[src/rtl/core/swr_pkg.sv]
`default_nettype none

package swr_pkg;

  localparam int unsigned SWR_MAX_PAYLOAD_DEF = 512;
  localparam int unsigned SWR_QDEPTH = 2;
  localparam int unsigned SWR_QPTR_W = $clog2(SWR_QDEPTH);
  localparam int unsigned SWR_QCNT_W = $clog2(SWR_QDEPTH + 1);

  localparam logic [31:0] SWR_INIT_SEQ_RST = 32'd1000;
  localparam logic [31:0] SWR_MAGIC_RST = 32'hCAFE_BABE;
  localparam logic [9:0] SWR_HDR_BYTES = 10'd16;

  localparam logic [7:0] PT_SYN = 8'd0;
  localparam logic [7:0] PT_DATA = 8'd2;
  localparam logic [7:0] PT_FIN = 8'd4;

  localparam logic [1:0] PH_WAIT = 2'd0;
  localparam logic [1:0] PH_OPEN = 2'd1;
  localparam logic [1:0] PH_CLOSED = 2'd2;

  typedef enum logic [2:0] {
    RT_NONE = 3'd0,
    RT_SYN_ACK = 3'd1,
    RT_ACK = 3'd3,
    RT_FIN_ACK = 3'd5
  } swr_reply_t;

  typedef enum logic [2:0] {
    ST_OK = 3'd0,
    ST_INVALID = 3'd1,
    ST_TYPE_IGN = 3'd2,
    ST_DUP_ACK = 3'd3,
    ST_HS_FAIL = 3'd4,
    ST_TIMEOUT = 3'd5,
    ST_CLOSED = 3'd6
  } swr_status_t;

  typedef enum logic [2:0] {
    K_TIMEOUT = 3'd0,
    K_INVALID = 3'd1,
    K_SYN = 3'd2,
    K_DATA = 3'd3,
    K_FIN = 3'd4,
    K_OTHER = 3'd5
  } swr_kind_t;

  typedef struct packed {
    swr_kind_t kind;
    logic [31:0] pkt_seq;
    logic [9:0] dlen;
  } swr_item_t;

  typedef struct packed {
    swr_status_t status;
    logic [1:0] phase;
    logic [9:0] deliver_len;
    logic deliver;
    logic [31:0] reply_ack;
    logic [31:0] reply_seq;
    swr_reply_t reply_type;
    logic reply_valid;
  } swr_result_t;

  localparam int unsigned SWR_RES_W = $bits(swr_result_t);
  localparam int unsigned SWR_OUT_W = ((SWR_RES_W + 7) / 8) * 8;

endpackage

`default_nettype wire

[src/rtl/core/swr_front.sv]
`default_nettype none

module swr_front
  import swr_pkg::*;
#(
  parameter int unsigned MAX_PAYLOAD_BYTES = SWR_MAX_PAYLOAD_DEF
) (
  input  wire logic        is_timeout,
  input  wire logic [9:0]  pkt_len,
  input  wire logic [31:0] hdr_magic,
  input  wire logic [7:0]  pkt_type,
  input  wire logic [31:0] pkt_seq,
  input  wire logic [9:0]  payload_len,
  input  wire logic [31:0] magic_word,
  output swr_item_t        item
);

  logic pkt_ok;
  logic [9:0] dlen;

  assign pkt_ok = (pkt_len >= SWR_HDR_BYTES) && (hdr_magic == magic_word);

  always_comb begin
    if ({6'd0, payload_len} > 16'(MAX_PAYLOAD_BYTES)) begin
      dlen = 10'(MAX_PAYLOAD_BYTES);
    end else begin
      dlen = payload_len;
    end
  end

  always_comb begin
    item.pkt_seq = pkt_seq;
    item.dlen = dlen;
    priority if (is_timeout) begin
      item.kind = K_TIMEOUT;
    end else if (!pkt_ok) begin
      item.kind = K_INVALID;
    end else if (pkt_type == PT_SYN) begin
      item.kind = K_SYN;
    end else if (pkt_type == PT_DATA) begin
      item.kind = K_DATA;
    end else if (pkt_type == PT_FIN) begin
      item.kind = K_FIN;
    end else begin
      item.kind = K_OTHER;
    end
  end

endmodule

`default_nettype wire

[src/rtl/core/swr_queue.sv]
`default_nettype none

module swr_queue
  import swr_pkg::*;
(
  input  wire logic      clk,
  input  wire logic      rst,
  input  wire logic      push,
  input  wire swr_item_t push_item,
  output logic           full,
  input  wire logic      pop,
  output logic           not_empty,
  output swr_item_t      head
);

  swr_item_t entries [SWR_QDEPTH];
  logic [SWR_QPTR_W-1:0] wr_ptr;
  logic [SWR_QPTR_W-1:0] rd_ptr;
  logic [SWR_QCNT_W-1:0] count;

  assign full = (count == SWR_QCNT_W'(SWR_QDEPTH));
  assign not_empty = (count != '0);
  assign head = entries[rd_ptr];

  always_ff @(posedge clk) begin
    if (push) begin
      entries[wr_ptr] <= push_item;
    end
  end

  always_ff @(posedge clk) begin
    if (rst) begin
      wr_ptr <= '0;
      rd_ptr <= '0;
      count <= '0;
    end else begin
      if (push) begin
        wr_ptr <= wr_ptr + 1'b1;
      end
      if (pop) begin
        rd_ptr <= rd_ptr + 1'b1;
      end
      if (push && !pop) begin
        count <= count + 1'b1;
      end else if (pop && !push) begin
        count <= count - 1'b1;
      end
    end
  end

endmodule

`default_nettype wire

[src/rtl/core/swr_back.sv]
`default_nettype none

module swr_back
  import swr_pkg::*;
(
  input  wire logic        clk,
  input  wire logic        rst,
  input  wire logic        item_valid,
  input  wire swr_item_t   item,
  output logic             item_ready,
  input  wire logic [31:0] local_initial_seq,
  output logic             out_valid,
  input  wire logic        out_ready,
  output swr_result_t      result
);

  typedef enum logic [2:0] {
    S_WAIT = 3'b001,
    S_OPEN = 3'b010,
    S_CLOSED = 3'b100
  } sess_t;

  sess_t sess;
  sess_t sess_next;
  logic [31:0] expected_seq;
  logic [31:0] expected_seq_next;
  logic [31:0] local_seq;
  logic [31:0] local_seq_next;
  swr_result_t result_next;
  logic take;

  assign item_ready = !out_valid || out_ready;
  assign take = item_valid && item_ready;

  always_comb begin
    sess_next = sess;
    expected_seq_next = expected_seq;
    local_seq_next = local_seq;
    result_next = '0;
    result_next.reply_type = RT_NONE;
    result_next.status = ST_OK;
    unique case (sess)
      S_WAIT: begin
        if (item.kind == K_SYN) begin
          sess_next = S_OPEN;
          local_seq_next = local_initial_seq;
          expected_seq_next = item.pkt_seq + 32'd1;
          result_next.reply_valid = 1'b1;
          result_next.reply_type = RT_SYN_ACK;
          result_next.reply_seq = local_initial_seq;
          result_next.reply_ack = item.pkt_seq + 32'd1;
        end else begin
          sess_next = S_CLOSED;
          result_next.status = ST_HS_FAIL;
        end
      end
      S_OPEN: begin
        unique case (item.kind)
          K_TIMEOUT: begin
            sess_next = S_CLOSED;
            result_next.status = ST_TIMEOUT;
          end
          K_INVALID: begin
            result_next.status = ST_INVALID;
          end
          K_DATA: begin
            result_next.reply_valid = 1'b1;
            result_next.reply_type = RT_ACK;
            if (item.pkt_seq == expected_seq) begin
              expected_seq_next = expected_seq + 32'd1;
              local_seq_next = local_seq + 32'd1;
              result_next.reply_seq = local_seq + 32'd1;
              result_next.reply_ack = expected_seq + 32'd1;
              result_next.deliver = 1'b1;
              result_next.deliver_len = item.dlen;
            end else begin
              result_next.reply_seq = local_seq;
              result_next.reply_ack = expected_seq;
              result_next.status = ST_DUP_ACK;
            end
          end
          K_FIN: begin
            sess_next = S_CLOSED;
            local_seq_next = local_seq + 32'd1;
            result_next.reply_valid = 1'b1;
            result_next.reply_type = RT_FIN_ACK;
            result_next.reply_seq = local_seq + 32'd1;
            result_next.reply_ack = item.pkt_seq + 32'd1;
          end
          default: begin
            result_next.status = ST_TYPE_IGN;
          end
        endcase
      end
      default: begin
        result_next.status = ST_CLOSED;
      end
    endcase
    unique case (sess_next)
      S_WAIT: result_next.phase = PH_WAIT;
      S_OPEN: result_next.phase = PH_OPEN;
      default: result_next.phase = PH_CLOSED;
    endcase
  end

  always_ff @(posedge clk) begin
    if (take) begin
      result <= result_next;
    end
  end

  always_ff @(posedge clk) begin
    if (rst) begin
      out_valid <= 1'b0;
      sess <= S_WAIT;
      expected_seq <= '0;
      local_seq <= '0;
    end else if (take) begin
      out_valid <= 1'b1;
      sess <= sess_next;
      expected_seq <= expected_seq_next;
      local_seq <= local_seq_next;
    end else if (out_ready) begin
      out_valid <= 1'b0;
    end
  end

endmodule

`default_nettype wire

[src/rtl/core/stop_and_wait_receiver_top.sv]
// Channel   Dir  Handshake                   Payload
// s_*       in   s_tvalid / s_tready         s_tdata packet header, s_tuser timeout flag
// m_*       out  m_tvalid / m_tready         m_tdata one result per transaction
// apb       in   psel & penable & pwrite     paddr, pwdata; prdata read back
//
// One transaction per cycle sustained while m_tready is high. An accepted transaction
// is written to the two-entry queue, then moved from its head to the output register;
// the session registers in the back end update with it, once per transaction.
// rst (synchronous) empties the queue, drops the output and returns to waiting for SYN.
// A stalled output holds its result; the queue absorbs up to two more transactions.
`default_nettype none

module stop_and_wait_receiver_top
  import swr_pkg::*;
#(
  parameter int unsigned MAX_PAYLOAD_BYTES = SWR_MAX_PAYLOAD_DEF
) (
  input  wire logic                 clk,
  input  wire logic                 rst,
  input  wire logic                 s_tvalid,
  output logic                      s_tready,
  // pkt_len[9:0], hdr_magic[41:10], pkt_type[49:42], pkt_seq[81:50],
  // payload_len[91:82], zero[95:92]
  input  wire logic [95:0]          s_tdata,
  // is_timeout[0]
  input  wire logic                 s_tuser,
  output logic                      m_tvalid,
  input  wire logic                 m_tready,
  // reply_valid[0], reply_type[3:1], reply_seq[35:4], reply_ack[67:36],
  // deliver[68], deliver_len[78:69], phase[80:79], status[83:81], zero[87:84]
  output logic [SWR_OUT_W-1:0]      m_tdata,
  input  wire logic                 psel,
  input  wire logic                 penable,
  input  wire logic                 pwrite,
  input  wire logic [2:0]           paddr,
  input  wire logic [31:0]          pwdata,
  output logic [31:0]               prdata,
  output logic                      pready
);

  logic [31:0] local_initial_seq;
  logic [31:0] magic_word;
  swr_item_t fe_item;
  swr_item_t q_head;
  logic q_full;
  logic q_valid;
  logic q_pop;
  logic s_take;
  swr_result_t result;

  assign pready = 1'b1;
  assign prdata = paddr[2] ? magic_word : local_initial_seq;

  always_ff @(posedge clk) begin
    if (rst) begin
      local_initial_seq <= SWR_INIT_SEQ_RST;
      magic_word <= SWR_MAGIC_RST;
    end else if (psel && penable && pwrite && pready) begin
      if (paddr[2]) begin
        magic_word <= pwdata;
      end else begin
        local_initial_seq <= pwdata;
      end
    end
  end

  assign s_tready = !q_full;
  assign s_take = s_tvalid && s_tready;

  swr_front #(
    .MAX_PAYLOAD_BYTES(MAX_PAYLOAD_BYTES)
  ) u_front (
    .is_timeout (s_tuser),
    .pkt_len    (s_tdata[9:0]),
    .hdr_magic  (s_tdata[41:10]),
    .pkt_type   (s_tdata[49:42]),
    .pkt_seq    (s_tdata[81:50]),
    .payload_len(s_tdata[91:82]),
    .magic_word (magic_word),
    .item       (fe_item)
  );

  swr_queue u_queue (
    .clk      (clk),
    .rst      (rst),
    .push     (s_take),
    .push_item(fe_item),
    .full     (q_full),
    .pop      (q_pop),
    .not_empty(q_valid),
    .head     (q_head)
  );

  logic q_ready;
  assign q_pop = q_valid && q_ready;

  swr_back u_back (
    .clk              (clk),
    .rst              (rst),
    .item_valid       (q_valid),
    .item             (q_head),
    .item_ready       (q_ready),
    .local_initial_seq(local_initial_seq),
    .out_valid        (m_tvalid),
    .out_ready        (m_tready),
    .result           (result)
  );

  assign m_tdata = {(SWR_OUT_W - SWR_RES_W)'(0), result};

`ifndef SYNTHESIS
  a_deliver_is_ack: assert property (@(posedge clk) disable iff (rst)
    m_tvalid && result.deliver |->
      result.reply_type == RT_ACK && result.status == ST_OK && result.phase == PH_OPEN)
    else $error("delivery without in-order ACK");

  a_no_reply_zero: assert property (@(posedge clk) disable iff (rst)
    m_tvalid && !result.reply_valid |->
      result.reply_type == RT_NONE && result.reply_seq == '0 && result.reply_ack == '0)
    else $error("reply fields set without reply");

  a_fail_closes: assert property (@(posedge clk) disable iff (rst)
    m_tvalid && (result.status == ST_HS_FAIL || result.status == ST_TIMEOUT) |->
      result.phase == PH_CLOSED)
    else $error("session not closed after failure");
`endif

endmodule

`default_nettype wire

[config.mk]
export PLATFORM = sky130hd
export DESIGN_NAME = stop_and_wait_receiver_top
export DESIGN_NICKNAME = d
export VERILOG_FILES = /design/src/rtl/core/swr_pkg.sv /design/src/rtl/core/swr_front.sv /design/src/rtl/core/swr_queue.sv /design/src/rtl/core/swr_back.sv /design/src/rtl/core/stop_and_wait_receiver_top.sv
export SDC_FILE = /design/constraint.sdc
export NUM_CORES = 1
export LEC_CHECK = 0
export BUFFER_PORTS_ARGS = -buffer_cell sky130_fd_sc_hd__buf_4
export CAP_MARGIN = 40
export CORE_ASPECT_RATIO = 0.8
export CORE_MARGIN = 2
export CORE_UTILIZATION = 45
export CTS_CLUSTER_SIZE = 30
export DETAILED_ROUTE_END_ITERATION = 16
export GPL_TIMING_DRIVEN = 0
export PLACE_DENSITY = 0.71
export SLEW_MARGIN = 5
export SYNTH_ARGS = -nofsm -noshare
export SYNTH_HDL_FRONTEND = slang
export SYNTH_SLANG_ARGS = --single-unit
[constraint.sdc]
create_clock -name clk -period 6.57 [get_ports clk]
set_input_delay 1.314 -clock clk [delete_from_list [all_inputs] [get_ports clk]]
set_output_delay 1.314 -clock clk [all_outputs]
set_load 0.1 [all_outputs]
==> results of run 1 <==
[placed cells by master, fill, tap and decap left out, drive strengths merged, types with 48 or more instances in the layout]
cell and n:
clkbuf 138, o21ai 66, nor2 80, a21oi 90
nand2 227, edfxtp 173, buf 292, nand3 84
xor2 48, xnor2 93, nor3 64, dfxtp 137
[kinds of logic after synthesis]
family / count (synthesis) / synth area share [%]
xor+xnor: 141 / 7.52
buf+inv: 156 / 3.99
mux: 83 / 5.46
compound gates: 368 / 15.1
other cells: 2 / 0.0457
fa+ha+maj: 4 / 0.305
flops: 310 / 48.3
simple gates: 637 / 19.2
[final timing paths]
kind / startpoint / endpoint / cells after the start
worst max-delay path: paddr[2] / prdata[9] / 4
worst min-delay path: magic_word[24] / magic_word[24] / 2
worst max register to register: flip-flop / u_back.result[10] / 10
worst min register to register: magic_word[24] / magic_word[24] / 2
[worst max-delay path, delay by kind of cell]
kind / cells / cell delay, ns
muxes: 1 / 0.44
buffers and inverters: 3 / 1.25
[layer usage]
layer / part of all wire [%] / track usage (%)
met3: 12 / 8.83
met5: 0.023 / 0
met4: 2.8 / 9.50
met1: 43 / 45.1
met2: 42 / 44.1
[power by group through the flow]
stage          combinational, mW  clock (mW)  sequential (mW)
2_1_floorplan               1.21           0             4.11
3_3_place_gp                3.42           0             2.76
3_5_place_dp                3.50           0             2.73
4_1_cts                     3.51        2.08             2.70
5_1_grt                     3.67        2.15             2.73
6_report                    3.53        2.06             2.70
[through the flow]
| step | std cells | cell area, um^2 | setup slack [ns] | utilization (%) |
|---|---|---|---|---|
| after global routing | 2501 | 20200 | 2.23 | 56.2 |
| after detailed placement | 2437 | 19000 | 2.31 | 52.8 |
| after CTS | 2501 | 20200 | 2.31 | 56.2 |
| after floorplan | 1704 | 16400 | 2.72 | - |
| final | 2503 | 20200 | 2.24 | 56.2 |
| after global placement | 2428 | 18900 | 1.77 | 52.5 |
[registers in the layout (all words and copies together) (netlist names), named ones only]
signal               flops
u_back.sess              3
u_back.expected_seq     32
magic_word              32
u_back.local_seq        32
u_queue.count            2
u_queue.entries         90
u_back.result           83
u_back.out_valid         1
local_initial_seq       32
u_queue.wr_ptr           1
u_queue.rd_ptr           1
[layout make-up]
class / instances / share of cell area, %
Clock inverter: 18 / 1.13
Sequential cell: 310 / 39.3
Multi-Input combinational cell: 1238 / 38.9
Tap cell: 480 / 2.97
Clock buffer: 46 / 4.85
Inverter: 25 / 0.477
Timing Repair Buffer: 253 / 9.57
Antenna cell: 2 / 0.0248
Buffer: 131 / 2.78
==> out/qor.yml, run 1 <==
synthesis:
  yosysMostFrequentCell: "nand2_1"
  synth_commonest_cells: "nand2_1, edfxtp_1, dfxtp_1, xnor2_1, clkbuf_1"
  netlist_area_mm2: 0.0164
  async_flop_share_pct: 0
  synth_area_leaders: "edfxtp_1, dfxtp_1, nand2_1, xnor2_1, a21oi_1"
  syn_area_per_cell_um2: 9.66
  synthDistinctLibCells: 76
  yosys.area.top_type_share_pct: 31.6
  synth_top_area_cell: "edfxtp_1"
  synth_seq_cells: 310
  yosys_warnings: 0
  synthFlopType: "edfxtp_1"
  synth_edf_count: 173
  yosysSeqAreaShare_pct: 48.3
  synthCells: 1701
timing:
  holdWs_ns: 0.490
  timing.fmax_mhz: 231
  min_period_over_period_pct: 66.0
  drv_slew: 0
  max_slew_margin_pct: 35.0
  hold_violations: 0
  clock-skew-final_ns: 0.0159
  setup_viol: 0
  tightestPinTransition_ns: 0.971
  period_needed_ns: 4.33
  setup_tns_ns: 0
  rsz0062_at_grt: "false"
die:
  die_height_um: 175
  io_pins: 262
  start_util_pct: 45.7
  die_width_um: 218
  die_area_mm2: 0.0381
  coreArea_mm2: 0.0359
  rows: 62
drt:
  wire_per_inst_um: 24.1
  wl_um: 60400
  drcViolationCount: 0
  dr.first_iter.drc_count: 1990
  antenna_left: 0
  dr.pass1.iters: 6
  via_count: 15333
  vias_per_cell: 6.13
grt:
  grt_max_degree: 60
  grt_pass1_wl_um: 88600
  grt.overflow.total: 0
  grt_usage_pct: 30.9
  antenna_found_initial: 1
  first_global_vias: 14435
power_and_ir_drop:
  p_sw_mw: 3.72
  irDropWorstVdd_v: 0.000357
  netSwitchingFraction_pct: 44.9
  power_density_mw_per_mm2: 410
  power_frac_seq_pct: 32.5
  power_leakage_nw: 7.02
  clockPowerShare_pct: 24.8
  p_total_mw: 8.29
  p_int_mw: 4.57
  combPwrFrac_pct: 42.6
layout:
  multi_input_area_mm2: 0.00785
  fillCellCount: 3148
  area_growth_pct: 22.9
  seqCellArea_mm2: 0.00794
  layout.nets: 2137
  drive_gt1_share_pct: 20.6
placed_design:
  io_buffers: 244
  gp_routability_congestion: 0.982
  dp_hpwl_um: 45400
clocking:
  cts_root_buffer: "clkbuf_16"
  cts_tree: "yes"
  clock-sinks: 310
  cts_resized: 0
  clk_latency_ns: 0.54
  clockBufferDepth: 3
  clkTransAtPathRegs_ns: 0.06
  holdBufCountCts: 0
  numCtsBuffers: 35
  post_cts_buffers: 0
  cts.htree.levels: 2
status:
  status: "complete, no violations"
critical_path:
  path_cells: "clkbuf_1 -> buf_1 -> mux2_2 -> buf_4"
  critPathLaunchType: "primary input"
  endpoint_kind: "output port"
  setup.worst_path.class: "primary input to output port"
  crit_path_max_fanout: 10
  crit_arrival_ns: 3.02
  required_ns: 5.26
  r2r_slack_ns: 2.49
  cpPeakStageDelay_ns: 0.59
  critPathSlowestCell: "buf_1"
run:
  drv_cap: 0
hold_path:
  hp-class: "flip-flop to flip-flop"
(Power assumes the default switching activity.)
==> run 2, diff against run 1 <==
--- a/config.mk
+++ b/config.mk
@@ -13,7 +13,7 @@
 export CTS_CLUSTER_SIZE = 30
 export DETAILED_ROUTE_END_ITERATION = 16
 export GPL_TIMING_DRIVEN = 0
-export PLACE_DENSITY = 0.71
+export PLACE_DENSITY = 0.73
 export SLEW_MARGIN = 5
 export SYNTH_ARGS = -nofsm -noshare
 export SYNTH_HDL_FRONTEND = slang
==> constraint.sdc (replaced) <==
create_clock -name clk -period 3.7 [get_ports clk]
set_input_delay 0.74 -clock clk [delete_from_list [all_inputs] [get_ports clk]]
set_output_delay 0.74 -clock clk [all_outputs]
set_load 0.1 [all_outputs]
==> run 2 against run 1 <==
Against the previous run:
- largest cell class is now multi-input gates
- via count up 0.72%
- flip-flop and latch count unchanged
- critical endpoint is now u_back.result[9]
- highest routed layer unchanged
- core utilization increased by 0.27 points
- clock skew decreased by 0.0043 ns
- largest power group unchanged
==> out/qor.yml, run 2 (synthesis gave the netlist of run 1 again) <==
status:
  status: "complete, no violations"
drt:
  wire_per_inst_um: 23.8
  vias_per_cell: 6.16
  wl_um: 59700
  drcViolationCount: 0
  via_count: 15444
  antenna_left: 0
  dr.pass1.iters: 6
  dr.first_iter.drc_count: 2303
layout:
  finalInstanceArea_mm2: 0.0203
  top_regs: "u_queue.entries x90, u_back.result x83"
  final_core_util_pct: 56.5
  final_cells: 2509
  regMostFlops: "u_queue.entries"
  layout.nets: 2143
  area_growth_pct: 23.5
  mostFrequentLayoutCells: "buf_4, nand2_1, edfxtp_1"
  final_common_cell: "buf_4"
  largest_register_ffs: 90
  drive_gt1_share_pct: 21.8
die:
  die_width_um: 218
  die_height_um: 175
  start_util_pct: 45.7
  coreArea_mm2: 0.0359
  io_pins: 262
  rows: 62
  die_area_mm2: 0.0381
placed_design:
  gp_routability_congestion: 1.01
  place_area_mm2: 0.0190
  io_buffers: 244
  dp.cells: 2437
  dp_hpwl_um: 45000
grt:
  grt.overflow.total: 0
  grt_max_degree: 59
  first_global_vias: 14310
  grt_usage_pct: 30.6
  antenna_found_initial: 1
  grt_pass1_wl_um: 88100
timing:
  timing.fmax_mhz: 274
  min_period_over_period_pct: 98.8
  holdWs_ns: 0.386
  max_slew_margin_pct: 36.7
  setup_tns_ns: 0
  tightestPinTransition_ns: 0.947
  period_needed_ns: 3.66
  setup_viol: 0
  drv_slew: 0
  clock-skew-final_ns: 0.0116
  rsz0062_at_grt: "true"
  hold_violations: 0
critical_path:
  required_ns: 3.96
  path_cells: "buf_4 -> buf_6 -> mux2i_2 -> xnor2_1 -> nor4_1 -> nand4_2 -> buf_4 -> nor2_4 -> o22ai_1 -> clkbuf_1 -> o21ai_0"
  endpoint_kind: "flip-flop"
  critPathLaunchType: "flip-flop"
  crit_top_cell: "buf_4"
  crit_arrival_ns: 3.92
  crit_path_max_fanout: 10
  cpPeakStageDelay_ns: 0.53
  setup.worst_path.class: "flip-flop to flip-flop"
  critPathSlowestCell: "o21ai_0"
clocking:
  clkTransAtPathRegs_ns: 0.06
  holdBufCountCts: 0
  clk_latency_ns: 0.54
  cts.htree.levels: 2
  clockBufferDepth: 3
  clock-sinks: 310
  numCtsBuffers: 35
  cts_tree: "yes"
  cts_root_buffer: "clkbuf_16"
power_and_ir_drop:
  irDropWorstVdd_v: 0.000616
  power_density_mw_per_mm2: 720
  power_leakage_nw: 7.07
hold_path:
  hp-class: "primary input to flip-flop"
run:
  drv_cap: 0
==> run 2: final cells by class <==
class / instances / area [um^2]
diodes: 2 / 5.00
inverters: 25 / 96.3
flip-flops and latches: 310 / 7940
well taps: 480 / 601
multi-input cells: 1238 / 7970
fillers: 3127 / 15600
clock inverters: 15 / 153
plain buffers: 131 / 571
clock buffers: 49 / 980
repair buffers: 259 / 1980
==> run 2: metrics by stage <==
step           power [mW]  setup WS, ns
2_1_floorplan        9.44         0.568
3_3_place_gp         11.0        -0.447
3_5_place_dp         11.1        -0.289
4_1_cts              14.5       0.00327
5_1_grt              15.1       -0.0187
6_report             14.6        0.0440
==> run 2: path summary, 6_finish.rpt <==
check                      endpoint      startpoint  slack [ns]  cells after the start
max                u_back.result[9]       flip-flop        0.04                     11
min          u_queue.entries[1][23]     s_tdata[63]        0.39                      1
max reg2reg        u_back.result[9]       flip-flop        0.04                     11
min reg2reg          magic_word[14]  magic_word[14]        0.49                      2
==> run 2: power by group <==
group	switching, mW	internal (mW)
combinational	4.83	1.53
sequential	0.342	4.46
clock	1.44	2.01
total	6.62	8.00
==> run 2: critical path, delay by kind of cell, from the launching register on <==
family / cells / cell delay, ns
mux: 1 / 0.39
buf+inv: 4 / 0.89
flops: 1 / 0.30
simple gates: 3 / 0.90
xor+xnor: 1 / 0.11
compound gates: 2 / 0.78
==> run 2: what timing repair did <==
item	CTS	global route
resized for setup	10	27
setup endpoints to repair	20	92
buffers inserted	0	5
pin swaps	0	3
==> run 2: per-layer routing <==
layer | GRT usage, % | wire, um
met1 | 44.1 | 25100
met2 | 44.2 | 25100
met3 | 9.50 | 8090
met4 | 8.13 | 1370
met5 | 0 | 24
